### src/rtl/rrts_pkg.sv
`timescale 1ns / 1ps

package rrts_pkg;

    // action codes of an input transaction
    localparam logic [1:0] ACT_LOAD    = 2'd0;
    localparam logic [1:0] ACT_TICK    = 2'd1;
    localparam logic [1:0] ACT_RESTART = 2'd2;

    // register indexes on the configuration port
    localparam logic REG_QUANTUM    = 1'b0;
    localparam logic REG_TASK_COUNT = 1'b1;

    // datapath phase selected by the controller
    localparam logic [1:0] MODE_NONE   = 2'd0;
    localparam logic [1:0] MODE_EXEC   = 2'd1;
    localparam logic [1:0] MODE_SCAN   = 2'd2;
    localparam logic [1:0] MODE_COMMIT = 2'd3;

    localparam logic [15:0] TIME_MAX  = 16'hFFFF;
    localparam logic [7:0]  SLICE_MAX = 8'hFF;

    typedef struct packed {
        logic [1:0]  action;
        logic [2:0]  slot;
        logic [7:0]  burst;
        logic [15:0] arrival;
    } t_in_item;

    typedef struct packed {
        logic [2:0]  ran_slot;
        logic        idle;
        logic        completed;
        logic [15:0] completion_time;
        logic        all_done;
    } t_out_item;

    typedef struct packed {
        logic [1:0] mode;
        logic       capture;
        logic       commit;
    } t_dp_cmd;

    typedef struct packed {
        logic is_tick;
        logic cont_ok;
        logic n_zero;
        logic scan_hit;
        logic scan_last;
    } t_dp_status;

endpackage

### src/rtl/rrts_if.sv
`timescale 1ns / 1ps

// input channel
interface rrts_in_if;
    import rrts_pkg::*;
    logic     valid;
    logic     ready;
    t_in_item data;
    modport source (output valid, output data, input ready);
    modport sink   (input valid, input data, output ready);
endinterface

// result channel
interface rrts_out_if;
    import rrts_pkg::*;
    logic      valid;
    logic      ready;
    t_out_item data;
    modport source (output valid, output data, input ready);
    modport sink   (input valid, input data, output ready);
endinterface

### src/rtl/rrts_ctrl.sv
`timescale 1ns / 1ps

module rrts_ctrl (
    input  logic                 i_clk,
    input  logic                 i_rst_n,
    input  logic                 i_in_valid,
    output logic                 o_in_ready,
    output logic                 o_out_valid,
    input  logic                 i_out_ready,
    input  rrts_pkg::t_dp_status i_status,
    output rrts_pkg::t_dp_cmd    o_cmd
);
    import rrts_pkg::*;

    localparam logic [1:0] S_IDLE   = 2'd0;
    localparam logic [1:0] S_EXEC   = 2'd1;
    localparam logic [1:0] S_SCAN   = 2'd2;
    localparam logic [1:0] S_COMMIT = 2'd3;

    logic [1:0] r_state, n_state;
    logic       r_out_valid, n_out_valid;
    logic       out_free;

    assign out_free    = !r_out_valid || i_out_ready;
    assign o_out_valid = r_out_valid;
    assign o_in_ready  = (r_state == S_IDLE);

    // next state and commands
    always_comb begin
        n_state       = r_state;
        o_cmd.mode    = MODE_NONE;
        o_cmd.capture = 1'b0;
        o_cmd.commit  = 1'b0;
        unique case (r_state)
            S_IDLE: begin
                o_cmd.capture = i_in_valid;
                if (i_in_valid) n_state = S_EXEC;
            end
            S_EXEC: begin
                o_cmd.mode = MODE_EXEC;
                if (i_status.is_tick && !i_status.cont_ok && !i_status.n_zero) begin
                    n_state = S_SCAN;
                end else begin
                    n_state = S_COMMIT;
                end
            end
            S_SCAN: begin
                o_cmd.mode = MODE_SCAN;
                if (i_status.scan_hit || i_status.scan_last) n_state = S_COMMIT;
            end
            S_COMMIT: begin
                o_cmd.mode   = MODE_COMMIT;
                o_cmd.commit = out_free;
                if (out_free) n_state = S_IDLE;
            end
            default: n_state = S_IDLE;
        endcase
    end

    // result valid flag
    always_comb begin
        if (o_cmd.commit) begin
            n_out_valid = 1'b1;
        end else if (r_out_valid && i_out_ready) begin
            n_out_valid = 1'b0;
        end else begin
            n_out_valid = r_out_valid;
        end
    end

    always_ff @(posedge i_clk) begin
        if (!i_rst_n) begin
            r_state     <= S_IDLE;
            r_out_valid <= 1'b0;
        end else begin
            r_state     <= n_state;
            r_out_valid <= n_out_valid;
        end
    end

endmodule

### src/rtl/rrts_dp.sv
`timescale 1ns / 1ps

module rrts_dp #(
    parameter int MAX_TASKS = 8
) (
    input  logic                 i_clk,
    input  logic                 i_rst_n,
    input  logic [7:0]           i_quantum,
    input  logic [3:0]           i_task_count,
    input  rrts_pkg::t_in_item   i_item,
    input  rrts_pkg::t_dp_cmd    i_cmd,
    output rrts_pkg::t_dp_status o_status,
    output rrts_pkg::t_out_item  o_result
);
    import rrts_pkg::*;

    // only eight entries can ever be loaded; entries past them stay empty
    localparam int STORE     = (MAX_TASKS < 8) ? MAX_TASKS : 8;
    localparam int SW        = $clog2(STORE);
    localparam int IDX_LIMIT = (MAX_TASKS < 15) ? MAX_TASKS : 15;
    localparam int IW        = $clog2(IDX_LIMIT);

    logic [7:0]    r_rem   [STORE];
    logic [7:0]    r_burst [STORE];
    logic [15:0]   r_arr   [STORE];
    logic [7:0]    n_rem   [STORE];
    logic [15:0]   r_time;
    logic [IW-1:0] r_ptr;
    logic [SW-1:0] r_run;
    logic [7:0]    r_slice;
    t_in_item      r_item;
    logic          r_have;
    logic [SW-1:0] r_pick;
    logic [IW-1:0] r_scan_idx;
    logic [3:0]    r_scan_cnt;
    t_out_item     r_out;

    logic [3:0]    n_use;
    logic [IW-1:0] rd_addr;
    logic          rd_ok;
    logic [SW-1:0] rd_sel;
    logic [7:0]    rd_rem;
    logic [15:0]   rd_arr;
    logic          is_tick;
    logic          cont_ok;
    logic [IW-1:0] start;
    logic [4:0]    scan_nxt_w;
    logic [IW-1:0] scan_nxt;
    logic [4:0]    ptr_nxt_w;
    logic [IW-1:0] ptr_nxt;
    logic [15:0]   time_inc;
    logic [7:0]    q_eff;
    logic [7:0]    slice_inc;
    logic          done_now;
    logic          slice_end;
    logic          slot_ok;
    logic          all_done_nx;

    // entries in use
    assign n_use = (i_task_count > 4'(IDX_LIMIT)) ? 4'(IDX_LIMIT) : i_task_count;

    // single table read port, address chosen by phase
    always_comb begin
        unique case (i_cmd.mode)
            MODE_EXEC: rd_addr = IW'(r_run);
            MODE_SCAN: rd_addr = r_scan_idx;
            default:   rd_addr = IW'(r_pick);
        endcase
    end

    assign rd_ok  = (int'(rd_addr) < STORE);
    assign rd_sel = rd_addr[SW-1:0];
    assign rd_rem = rd_ok ? r_rem[rd_sel] : 8'd0;
    assign rd_arr = rd_ok ? r_arr[rd_sel] : 16'd0;

    // open slice check and scan start
    assign is_tick = (r_item.action == ACT_TICK);
    assign cont_ok = (r_slice != 8'd0) && (4'(r_run) < n_use) && (rd_rem != 8'd0);
    assign start   = (4'(r_ptr) < n_use) ? r_ptr : '0;

    // cyclic scan step
    assign scan_nxt_w = 5'(r_scan_idx) + 5'd1;
    assign scan_nxt   = (scan_nxt_w >= 5'(n_use)) ? '0 : scan_nxt_w[IW-1:0];

    assign o_status.is_tick   = is_tick;
    assign o_status.cont_ok   = cont_ok;
    assign o_status.n_zero    = (n_use == 4'd0);
    assign o_status.scan_hit  = rd_ok && (rd_arr <= r_time) && (rd_rem != 8'd0);
    assign o_status.scan_last = (r_scan_cnt == (n_use - 4'd1));

    // tick update terms
    assign time_inc  = (r_time == TIME_MAX) ? r_time : r_time + 16'd1;
    assign q_eff     = (i_quantum == 8'd0) ? 8'd1 : i_quantum;
    assign slice_inc = (r_slice == SLICE_MAX) ? r_slice : r_slice + 8'd1;
    assign done_now  = r_have && (rd_rem == 8'd1);
    assign slice_end = done_now || (slice_inc >= q_eff);
    assign ptr_nxt_w = 5'(r_pick) + 5'd1;
    assign ptr_nxt   = (ptr_nxt_w >= 5'(n_use)) ? '0 : ptr_nxt_w[IW-1:0];
    assign slot_ok   = (int'(r_item.slot) < STORE);

    // remaining work after the transaction, per entry
    always_comb begin
        for (int i = 0; i < STORE; i++) begin
            n_rem[i] = r_rem[i];
            unique case (r_item.action)
                ACT_LOAD: begin
                    if (slot_ok && (int'(r_item.slot) == i)) n_rem[i] = r_item.burst;
                end
                ACT_TICK: begin
                    if (r_have && (int'(r_pick) == i)) n_rem[i] = r_rem[i] - 8'd1;
                end
                ACT_RESTART: n_rem[i] = r_burst[i];
                default: n_rem[i] = r_rem[i];
            endcase
        end
    end

    // every entry in use empty
    always_comb begin
        all_done_nx = 1'b1;
        for (int i = 0; i < STORE; i++) begin
            if ((i < int'(n_use)) && (n_rem[i] != 8'd0)) all_done_nx = 1'b0;
        end
    end

    // input capture and result payload
    always_ff @(posedge i_clk) begin
        if (i_cmd.capture) r_item <= i_item;
        if (i_cmd.commit) begin
            r_out.all_done <= all_done_nx;
            if (is_tick) begin
                r_out.ran_slot        <= r_have ? 3'(r_pick) : 3'd0;
                r_out.idle            <= !r_have;
                r_out.completed       <= done_now;
                r_out.completion_time <= time_inc;
            end else begin
                r_out.ran_slot        <= 3'd0;
                r_out.idle            <= 1'b1;
                r_out.completed       <= 1'b0;
                r_out.completion_time <= (r_item.action == ACT_RESTART) ? 16'd0 : r_time;
            end
        end
    end

    // scan bookkeeping
    always_ff @(posedge i_clk) begin
        if (i_cmd.mode == MODE_EXEC) begin
            r_pick <= r_run;
            if (is_tick && !cont_ok) begin
                r_scan_idx <= start;
                r_scan_cnt <= 4'd0;
            end
        end else if (i_cmd.mode == MODE_SCAN) begin
            if (o_status.scan_hit) r_pick <= rd_sel;
            r_scan_idx <= scan_nxt;
            r_scan_cnt <= r_scan_cnt + 4'd1;
        end
    end

    // scheduler state
    always_ff @(posedge i_clk) begin
        if (!i_rst_n) begin
            for (int i = 0; i < STORE; i++) begin
                r_rem[i]   <= 8'd0;
                r_burst[i] <= 8'd0;
                r_arr[i]   <= 16'd0;
            end
            r_time  <= 16'd0;
            r_ptr   <= '0;
            r_run   <= '0;
            r_slice <= 8'd0;
            r_have  <= 1'b0;
        end else begin
            if (i_cmd.mode == MODE_EXEC) begin
                r_have <= is_tick && cont_ok;
                // a fresh scan always drops the old slice
                if (is_tick && !cont_ok) r_slice <= 8'd0;
            end else if ((i_cmd.mode == MODE_SCAN) && o_status.scan_hit) begin
                r_have <= 1'b1;
            end
            if (i_cmd.commit) begin
                for (int i = 0; i < STORE; i++) r_rem[i] <= n_rem[i];
                unique case (r_item.action)
                    ACT_LOAD: begin
                        if (slot_ok) begin
                            r_burst[r_item.slot[SW-1:0]] <= r_item.burst;
                            r_arr[r_item.slot[SW-1:0]]   <= r_item.arrival;
                        end
                    end
                    ACT_TICK: begin
                        r_time <= time_inc;
                        if (r_have) begin
                            r_run   <= r_pick;
                            r_slice <= slice_end ? 8'd0 : slice_inc;
                            if (slice_end) r_ptr <= ptr_nxt;
                        end
                    end
                    ACT_RESTART: begin
                        r_time  <= 16'd0;
                        r_ptr   <= '0;
                        r_run   <= '0;
                        r_slice <= 8'd0;
                    end
                    default: r_time <= r_time;
                endcase
            end
        end
    end

    assign o_result = r_out;

endmodule

### src/rtl/round_robin_time_slice_scheduler.sv
`timescale 1ns / 1ps

// Round-robin time-slice scheduler over a table of up to eight tasks. Each input
// transaction loads one task entry, advances time by one tick, or restarts the run
// (an unused action code changes nothing), and gives exactly one result transaction.
// Loads, restarts and ticks that continue an open slice pass through the EXEC and
// COMMIT states. A tick that opens a new slice also passes through SCAN, where the
// cyclic ready search reads one entry per cycle through the single table read port
// until a ready task or the last entry in use. COMMIT waits for a free output
// register. A new transaction is accepted once the previous result is in the output
// register, while that result may still wait to be taken. Configuration: quantum at
// byte address 0, task_count at byte address 4; write only while the block is idle.

module round_robin_time_slice_scheduler #(
    parameter int MAX_TASKS = 8
) (
    input  logic        i_clk,
    input  logic        i_rst_n,
    rrts_in_if.sink     i_in,
    rrts_out_if.source  o_out,
    input  logic        psel,
    input  logic        penable,
    input  logic        pwrite,
    input  logic [2:0]  paddr,
    input  logic [31:0] pwdata,
    output logic [31:0] prdata,
    output logic        pready
);
    import rrts_pkg::*;

    logic [7:0] r_quantum;
    logic [3:0] r_task_count;
    logic       cfg_wr;
    t_dp_cmd    cmd;
    t_dp_status status;

    // configuration registers
    assign pready = 1'b1;
    assign cfg_wr = psel && penable && pwrite;

    always_ff @(posedge i_clk) begin
        if (!i_rst_n) begin
            r_quantum    <= 8'd2;
            r_task_count <= 4'd8;
        end else if (cfg_wr) begin
            unique case (paddr[2])
                REG_QUANTUM:    r_quantum    <= pwdata[7:0];
                REG_TASK_COUNT: r_task_count <= pwdata[3:0];
                default:        r_quantum    <= r_quantum;
            endcase
        end
    end

    always_comb begin
        unique case (paddr[2])
            REG_QUANTUM:    prdata = 32'(r_quantum);
            REG_TASK_COUNT: prdata = 32'(r_task_count);
            default:        prdata = 32'd0;
        endcase
    end

    rrts_ctrl u_ctrl (
        .i_clk       (i_clk),
        .i_rst_n     (i_rst_n),
        .i_in_valid  (i_in.valid),
        .o_in_ready  (i_in.ready),
        .o_out_valid (o_out.valid),
        .i_out_ready (o_out.ready),
        .i_status    (status),
        .o_cmd       (cmd)
    );

    rrts_dp #(
        .MAX_TASKS (MAX_TASKS)
    ) u_dp (
        .i_clk        (i_clk),
        .i_rst_n      (i_rst_n),
        .i_quantum    (r_quantum),
        .i_task_count (r_task_count),
        .i_item       (i_in.data),
        .i_cmd        (cmd),
        .o_status     (status),
        .o_result     (o_out.data)
    );

    // busy right after a transaction is taken in
    a_busy_after_accept: assert property (@(posedge i_clk) disable iff (!i_rst_n)
        (i_in.valid && i_in.ready) |=> !i_in.ready)
        else $error("input ready while a transaction is in progress");

    // a new result only comes out of a transaction in progress
    a_result_from_work: assert property (@(posedge i_clk) disable iff (!i_rst_n)
        $rose(o_out.valid) |-> $past(!i_in.ready))
        else $error("result appeared without a transaction in progress");

    // an idle tick never completes a task
    a_idle_not_completed: assert property (@(posedge i_clk) disable iff (!i_rst_n)
        o_out.valid |-> !(o_out.data.idle && o_out.data.completed))
        else $error("idle result flagged as completed");

endmodule

### src/flat_wrapper.sv
// flat-port wrapper written by rule: the top's interface ports become plain ports
module round_robin_time_slice_scheduler_flat import rrts_pkg::*;
#(
    parameter int MAX_TASKS = 8
)
  (i_clk, i_rst_n, psel, penable, pwrite, paddr, pwdata, prdata, pready, i_in_valid, i_in_data, i_in_ready, o_out_valid, o_out_data, o_out_ready);
  rrts_in_if i_in_i ();
  rrts_out_if o_out_i ();
  input  logic i_clk;
  input  logic i_rst_n;
  input  logic psel;
  input  logic penable;
  input  logic pwrite;
  input  logic [2:0] paddr;
  input  logic [31:0] pwdata;
  output logic [31:0] prdata;
  output logic pready;
  input wire logic [$bits(i_in_i.valid)-1:0] i_in_valid;
  input wire logic [$bits(i_in_i.data)-1:0] i_in_data;
  output wire logic [$bits(i_in_i.ready)-1:0] i_in_ready;
  output wire logic [$bits(o_out_i.valid)-1:0] o_out_valid;
  output wire logic [$bits(o_out_i.data)-1:0] o_out_data;
  input wire logic [$bits(o_out_i.ready)-1:0] o_out_ready;
  assign i_in_i.valid = i_in_valid;
  assign i_in_i.data = i_in_data;
  assign i_in_ready = i_in_i.ready;
  assign o_out_valid = o_out_i.valid;
  assign o_out_data = o_out_i.data;
  assign o_out_i.ready = o_out_ready;
  round_robin_time_slice_scheduler #(.MAX_TASKS(MAX_TASKS)) u_core (.i_clk(i_clk), .i_rst_n(i_rst_n), .i_in(i_in_i), .o_out(o_out_i), .psel(psel), .penable(penable), .pwrite(pwrite), .paddr(paddr), .pwdata(pwdata), .prdata(prdata), .pready(pready));
endmodule
### config.mk
export PLATFORM = sky130hd
export DESIGN_NAME = round_robin_time_slice_scheduler_flat
export DESIGN_NICKNAME = d
export VERILOG_FILES = /design/src/rtl/rrts_pkg.sv /design/src/rtl/rrts_if.sv /design/src/rtl/rrts_ctrl.sv /design/src/rtl/rrts_dp.sv /design/src/rtl/round_robin_time_slice_scheduler.sv /design/src/flat_wrapper.sv
export SDC_FILE = /design/constraint.sdc
export NUM_CORES = 1
export LEC_CHECK = 0
export BUFFER_PORTS_ARGS = -buffer_cell sky130_fd_sc_hd__buf_2
export CAP_MARGIN = 40
export CELL_PAD_IN_SITES_DETAIL_PLACEMENT = 0
export CELL_PAD_IN_SITES_GLOBAL_PLACEMENT = 1
export CORE_MARGIN = 2
export CORE_UTILIZATION = 44
export DETAILED_ROUTE_END_ITERATION = 7
export PLACE_DENSITY = 0.78
export SETUP_SLACK_MARGIN = 0.3
export SLEW_MARGIN = 5
export SYNTH_ARGS = -nofsm -noshare
export SYNTH_HDL_FRONTEND = slang
export SYNTH_SLANG_ARGS = --single-unit
### constraint.sdc
create_clock -name i_clk -period 4.4 [get_ports i_clk]
set_input_delay 0.66 -clock i_clk [delete_from_list [all_inputs] [get_ports i_clk]]
set_output_delay 0.66 -clock i_clk [all_outputs]
set_load 0.01 [all_outputs]
==> results.toml, run 1 <==
[run_status]
status = "complete, no violations"

[sta]
fin_crit_sh_pct = 90.3
maxSlewViolCount = 0
setup_tns_ps = 0
slew_headroom_pct = 36.7
hold_violations = 0
fin_crit_ps = 3970
rsz0062_at_grt = "true"
skew_ps = 21.8
max_freq_mhz = 252
finalSetupViolations = 0
worst_pin_slew_ps = 945

[yosys]
synthTopCellsByCount = "edfxtp_1 (317), and2_1 (204), nor2_1 (164)"
synth_largest_area_cell = "edfxtp_1"
synth_edf_count = 317
synth.most_common_cell = "edfxtp_1"
ys_seq_elements = 363
synth_cells = 1952
synthFlopType = "edfxtp_1"
yosysUniqueCellTypes = 94
async_reset_ff_share_pct = 0
ys_top_cells_by_area = "edfxtp_1 (46%), and2_1 (6.2%), dfxtp_1 (4.5%)"
syn_area_per_cell_um2 = 10.6
synthesis.area_mm2 = 0.0207
yosysSeqAreaShare_pct = 50.5
synth.top_cell.area_share_pct = 46.1
yosys_warnings = 0

[power]
vdd_drop_max_mv = 0.450
cellPowerDensity_mw_per_mm2 = 548
power.leakage_nw = 8.66

[critical_path]
cp_top_family = "simple AND/OR/NAND/NOR gates"
r2r_slack_ps = 430
crit_buf_inv = 3
end_kind = "register"
cpMostUsedCell = "nand2_1"
max_stage_delay_ps = 500
worstSetupPathType = "register to register"
path_cells = "inv_1 > ha_4 > nor2_1 > a21oi_4 > buf_12 > buf_4 > mux4_2 > nand2_1 > nand2_1 > ha_1 > nand4_1 > nor2_1 > nand2_1 > nor3_2 > o31ai_2 > or3_1 > o211a_1"
crit_slowest_cell = "mux4_2"
crit_fanout = 14
start_kind = "register"
cp.arrival_ps = 4450
required_ps = 4880

[cells_and_area]
fin_area_mm2 = 0.0233
multi_input_area_mm2 = 0.00943
diodes = 0
area_growth_pct = 12.7
final_nets = 2168
regArea_mm2 = 0.0104
fillCellCount = 4181
drive_gt1_share_pct = 15.7

[cts]
cts_buffer_depth = 3
cts-root-buf = "clkbuf_16"
cts_tree = "built"
clkLatencyLatePin_ps = 590
clkTransAtPathRegs_ps = 60
cts_made_buffers = 43
cts_sinks = 363
cts.htree.levels = 2

[global_routing]
grt_pass1_wl_mm = 89.9
grt_max_degree = 100
grt_pass1_vias = 15100
grt.total_usage_pct = 24.5
overflow = 0
grt_antenna_before_repair = 1

[run]
drv_cap = 0

[placement]
placed_area_mm2 = 0.0218
io_buffers = 76
dp_hpwl_mm = 39.6
gp_congestion = 0.867

[worst_hold_path]
hold_path.class = "input pin to register"

[detailed_routing]
routed_wirelength_mm = 59.8
avgViaCountPerCell = 5.94
drc = 0
antenna_left = 0
wire_per_inst_um = 22.4
vias = 15800
dr.pass1.iters = 6
initialDrtViolationCount = 1747

[die]
fp.coreArea_mm2 = 0.0465
rows = 79
dieArea_mm2 = 0.0487
pin_count = 128
start_util_pct = 44.5
dieHeight_um = 221
die_x_um = 221
## cell usage in the layout, fill, tap and decap left out, types with 12 or more instances in the layout
cell type | synthesis | final
a21o_1 | 16 | 16
a21oi_1 | 108 | 107
a221oi_1 | 14 | 14
a222oi_1 | 17 | 17
a22oi_1 | 16 | 14
a31oi_1 | 13 | 13
and2_1 | 204 | 204
and3_1 | 16 | 16
buf_2 | 18 | 78
buf_4 | 27 | 74
clkbuf_16 | 0 | 44
clkinv_1 | 3 | 14
conb_1 | 2 | 25
dfxtp_1 | 46 | 45
edfxtp_1 | 317 | 317
ha_1 | 68 | 62
inv_1 | 73 | 73
mux2_2 | 25 | 25
mux2i_1 | 49 | 49
mux4_2 | 32 | 32
nand2_1 | 153 | 153
nand2b_1 | 13 | 12
nand3_1 | 35 | 35
nand4_1 | 16 | 16
nor2_1 | 164 | 163
nor2b_1 | 40 | 38
nor3_1 | 50 | 49
nor4_1 | 20 | 20
o21ai_0 | 87 | 79
o22ai_1 | 13 | 13
or3_1 | 14 | 14
or4_1 | 15 | 15
## registers in the layout, indices dropped and copies added (netlist names)
| signal | cells |
|---|---|
| u_core.u_dp.r_time | 16 |
| u_core.u_dp.r_pick | 3 |
| u_core.u_dp.r_arr | 128 |
| u_core.u_dp.r_item | 29 |
| u_core.u_dp.r_run | 3 |
| u_core.u_dp.r_scan_cnt | 4 |
| u_core.r_quantum | 8 |
| u_core.u_dp.r_burst | 64 |
| u_core.r_task_count | 4 |
| u_core.u_dp.r_rem | 64 |
| u_core.u_ctrl.r_state | 2 |
| u_core.u_dp.r_slice | 8 |
| u_core.u_ctrl.o_out_valid | 1 |
| u_core.u_dp.r_ptr | 3 |
| u_core.u_dp.r_have | 1 |
| u_core.u_dp.r_scan_idx | 3 |
| u_core.u_dp.o_result | 22 |
## cell families (layout without fill, tap and decap cells)
logic type               Yosys count  after routing  share of synthesized area, %
XOR/XNOR                          11             11                         0.466
other                              2             25                        0.0363
AND/OR/NAND/NOR                  784            784                          19.9
flip-flops                       363            363                          50.5
buffers and inverters            226            312                          4.92
adder cells (fa/ha/maj)           68             68                          4.12
AO/OA/AOI/OAI                    389            389                          12.6
multiplexers                     109            109                          7.40
## routing by layer
| layer | GRT usage, % | share of wire [%] | wire (um) | vias to the layer above |
|---|---|---|---|---|
| li1 | - | - | - | 7328 |
| met3 | 4.99 | 7.6 | 4530 | 122 |
| met5 | 0 | 0.018 | 11 | - |
| met2 | 39.7 | 47 | 28400 | 636 |
| met4 | 9.31 | 3.5 | 2080 | 2 |
| met1 | 32.3 | 42 | 24800 | 7760 |
## final timing paths
check,cells past startpoint,endpoint,start
worst max-delay path,17,u_core.u_ctrl.r_state[0],u_core.u_ctrl.r_state[0]
worst min-delay path,1,u_core.u_dp.r_item[8],i_in_data[8]
worst max register to register,17,u_core.u_ctrl.r_state[0],u_core.u_ctrl.r_state[0]
worst min register to register,2,u_core.r_quantum[2],u_core.r_quantum[2]
## area by class of cell
cell class / instances / area share [%]
clock inverter: 23 / 0.747
tap: 607 / 3.26
multi-input combinational: 1386 / 40.5
timing repair buffer: 159 / 4.61
inverter: 76 / 1.22
sequential: 363 / 44.8
clock buffer: 54 / 4.88
## power breakdown
group / internal (W) / switching, W / leakage [nW]
clock network: 0.00190 / 0.00147 / 0.637
logic: 0.00204 / 0.00287 / 4.43
registers: 0.00411 / 0.000371 / 3.59
## through the flow
stage               power, W  util [%]  hold slack, ps  std cells  worst slack, ps
CTS                   0.0126      49.8             228       2657              307
global route          0.0134      50.1             226       2668              251
finish                0.0128      50.1             252       2668              429
global placement     0.00907      46.9             444       2577              297
floorplan            0.00756         -             436       1975             62.3
detailed placement   0.00918      47.0             449       2580              238
## what timing repair did
action / in CTS / in global routing
hold buffers: 0 / 0
gates resized for setup: 1 / 10
cloned: 0 / 1
pin swaps: 0 / 1
setup buffers: 0 / 10
setup endpoints to repair: 1 / 6
No activity file was read; power rests on OpenSTA's default activity.
==> inputs of run 2 (changes only) <==
Settings changed: CORE_ASPECT_RATIO set to 1.5, CORE_UTILIZATION 44 to 45, PLACE_DENSITY 0.78 to 0.79, SYNTH_HIERARCHICAL set to 1.
==> run 2 against run 1 <==
Effect of this change: the flow now finishes with violations (negative setup slack); clock-buffer cell count decreased by 3; worst setup slack got worse by 640 ps; first-iteration DRC count decreased by 14%; final area increased by 2.6%; via count about the same; combinational power increased by 15%; clock power decreased by 1%; critical path type unchanged.
==> results.toml, run 2 <==
[run_status]
status = "complete, but fails checks"
violations = "negative setup slack"

[yosys]
ys_top_cells_by_area = "edfxtp_1 (46%), and2_1 (6.2%), dfxtp_1 (4.4%)"
yosysUniqueCellTypes = 94
synthesis.area_mm2 = 0.0208
synthFlopType = "edfxtp_1"
async_reset_ff_share_pct = 0
synth_top_family_by_area = "simple AND/OR/NAND/NOR gates"
synth_cells = 1940
yosysSeqAreaShare_pct = 50.1
synth.most_common_cell = "edfxtp_1"
yosys_warnings = 6
yosys.area_share.simple_pct = 20.2
synth.mux.area_fraction_pct = 8.12
synth_compound_area_share_pct = 12.2
synthTopCellsByCount = "edfxtp_1 (317), and2_1 (206), nor2_1 (149)"
ys_seq_elements = 363
syn_area_per_cell_um2 = 10.7
synth_edf_count = 317
synthAdderAreaFrac_pct = 4.08
synth.top_cell.area_share_pct = 45.7
synth-xor-area-share_pct = 0.588
synth_largest_area_cell = "edfxtp_1"

[sta]
maxSlewViolCount = 0
fin_crit_ps = 4620
hold_violations = 0
max_freq_mhz = 217
skew_ps = 20.0
worst_pin_slew_ps = 865
rsz0062_at_grt = "true"
finalSetupViolations = 6
final.setup.worst_slack_ps = -215
slew_headroom_pct = 41.8
fin_crit_sh_pct = 105

[detailed_routing]
drc = 0
antenna_left = 0
dr.pass1.iters = 6
routed_wirelength_mm = 62.4
avgViaCountPerCell = 6.00
initialDrtViolationCount = 1503
vias = 15800
wire_per_inst_um = 23.6

[placement]
io_buffers = 76
pre_cts_ws_ps = -296
gp_congestion = 0.911
dp_hpwl_mm = 43.0
placed_area_mm2 = 0.0224

[cts]
clkLatencyLatePin_ps = 550
cts_buffer_depth = 3
clkTransAtPathRegs_ps = 70
cts-root-buf = "clkbuf_16"
cts_sinks = 363
cts_tree = "built"
cts_made_buffers = 38
ctsHoldBuffers = 0
cts.htree.levels = 2

[critical_path]
cp.arrival_ps = 4880
reg2reg_depth = 21
rr_endpoint = "u_core/u_dp/r_pick[1]"
r2r_slack_ps = -220
worstSetupEndpoint = "u_core/u_dp/r_pick[1]"
start_kind = "register"
worstSetupStartpoint = "u_core/u_ctrl/r_state[0]"
end_kind = "register"
crit_fanout = 7
required_ps = 4660
r2r_start = "u_core/u_ctrl/r_state[0]"
worstSetupPathType = "register to register"

[cells_and_area]
multi_input_area_mm2 = 0.00985
fin_area_mm2 = 0.0239
diodes = 0
area_growth_pct = 14.7
final_common_cell = "edfxtp_1"
drive_gt1_share_pct = 19.3
final_cell_mix = "edfxtp_1 (317), and2_1 (205), nor2_1 (143)"
regArea_mm2 = 0.0104
fin_util_pct = 52.3
fillCellCount = 4014
top_regs = "u_core/u_dp/r_arr (128), u_core/u_dp/r_burst (64), u_core/u_dp/r_rem (64)"
largest_reg_flops = 128
regMostFlops = "u_core/u_dp/r_arr"
final_nets = 2163

[global_routing]
overflow = 0
grt.total_usage_pct = 25.6
grt_pass1_wl_mm = 94.6
grt_antenna_before_repair = 0
grt_pass1_vias = 15900
grt_max_degree = 47

[die]
rows = 96
start_util_pct = 45.6
fp.coreArea_mm2 = 0.0458
die_x_um = 180
dieArea_mm2 = 0.0481
pin_count = 128
dieHeight_um = 268

[power]
cellPowerDensity_mw_per_mm2 = 562
vdd_drop_max_mv = 0.354
power.leakage_nw = 8.87
finalPower_w = 0.0134

[run]
drv_cap = 0

[worst_hold_path]
hold_path.class = "input pin to register"
run 2: cell count changes after synthesis, sizes merged, moves of 11 or more:
cell and delta:
nand2 -36, a21oi -23, mux2 +17, nor2 -15
nand3 +14, o211ai +14, nor4 +12, clkbuf +11
run 2: timing repair:
action	CTS	global route
gates cloned	2	0
pin swaps	4	2
gates resized for setup	25	8
setup buffers	4	1
setup endpoints to repair	11	21
run 2: worst min path at each step:
stage	startpoint	end	depth (start not counted)	slack, ps
2_1_floorplan	u_core/u_dp/r_ptr[0]	u_core/u_dp/r_ptr[0]	2	440
3_3_place_gp	u_core/r_quantum[0]	u_core/r_quantum[0]	2	470
3_5_place_dp	u_core/u_dp/r_ptr[0]	u_core/u_dp/r_ptr[0]	2	470
4_1_cts	i_in_data[20]	u_core/u_dp/r_item[20]	1	260
5_1_grt	i_in_data[27]	u_core/u_dp/r_item[27]	1	270
6_report	i_in_data[20]	u_core/u_dp/r_item[20]	1	280
run 2: metrics by stage:
step / std cells / TNS [ps] / hold WS [ps]
final: 2641 / -1210 / 278
after global routing: 2641 / -2180 / 267
after CTS: 2640 / -870 / 259
after detailed placement: 2565 / -1430 / 471
after global placement: 2562 / -1050 / 469
after floorplan: 1963 / -364 / 445
run 2: area by class of cell:
type / instances / area share [%]
Timing Repair Buffer: 176 / 5.60
Clock buffer: 51 / 4.31
Sequential cell: 363 / 43.7
Tap cell: 588 / 3.08
Clock inverter: 18 / 0.968
Multi-Input combinational cell: 1372 / 41.2
Inverter: 73 / 1.17
run 2: report_power, final:
part	switching, W	internal, W
Combinational	0.00297	0.00270
Clock	0.00137	0.00195
Sequential	0.000353	0.00409
run 2: cell families after synthesis:
| group | after synthesis |
|---|---|
| simple gates | 773 |
| compound gates | 371 |
| flops | 363 |
| buf+inv | 228 |
| mux | 121 |
| fa+ha+maj | 68 |
| xor+xnor | 14 |
| other cells | 2 |
run 2: critical path: stages, from the launching register on:
cell and delay, ps:
dfxtp_4 400, inv_4 60, ha_4 180, nor2_4 140, inv_2 60, ha_4 250, a221oi_4 190, or2_4 230
buf_12 160, mux4_2 520, mux2_4 300, ha_4 220, nor2b_4 120, o21a_1 170, o21ai_1 140, a21oi_1 90
a221o_1 350, a221oi_2 250, buf_4 210, buf_12 120, nor2_4 30, nor2_4 130
run 2: routing by layer:
layer	vias to the layer above	share of wire [%]	GRT usage [%]
met5	-	0	0
met4	0	6.2	15.0
met3	166	4.6	2.95
met2	533	52	47.2
met1	7815	37	28.4
li1	7325	-	-
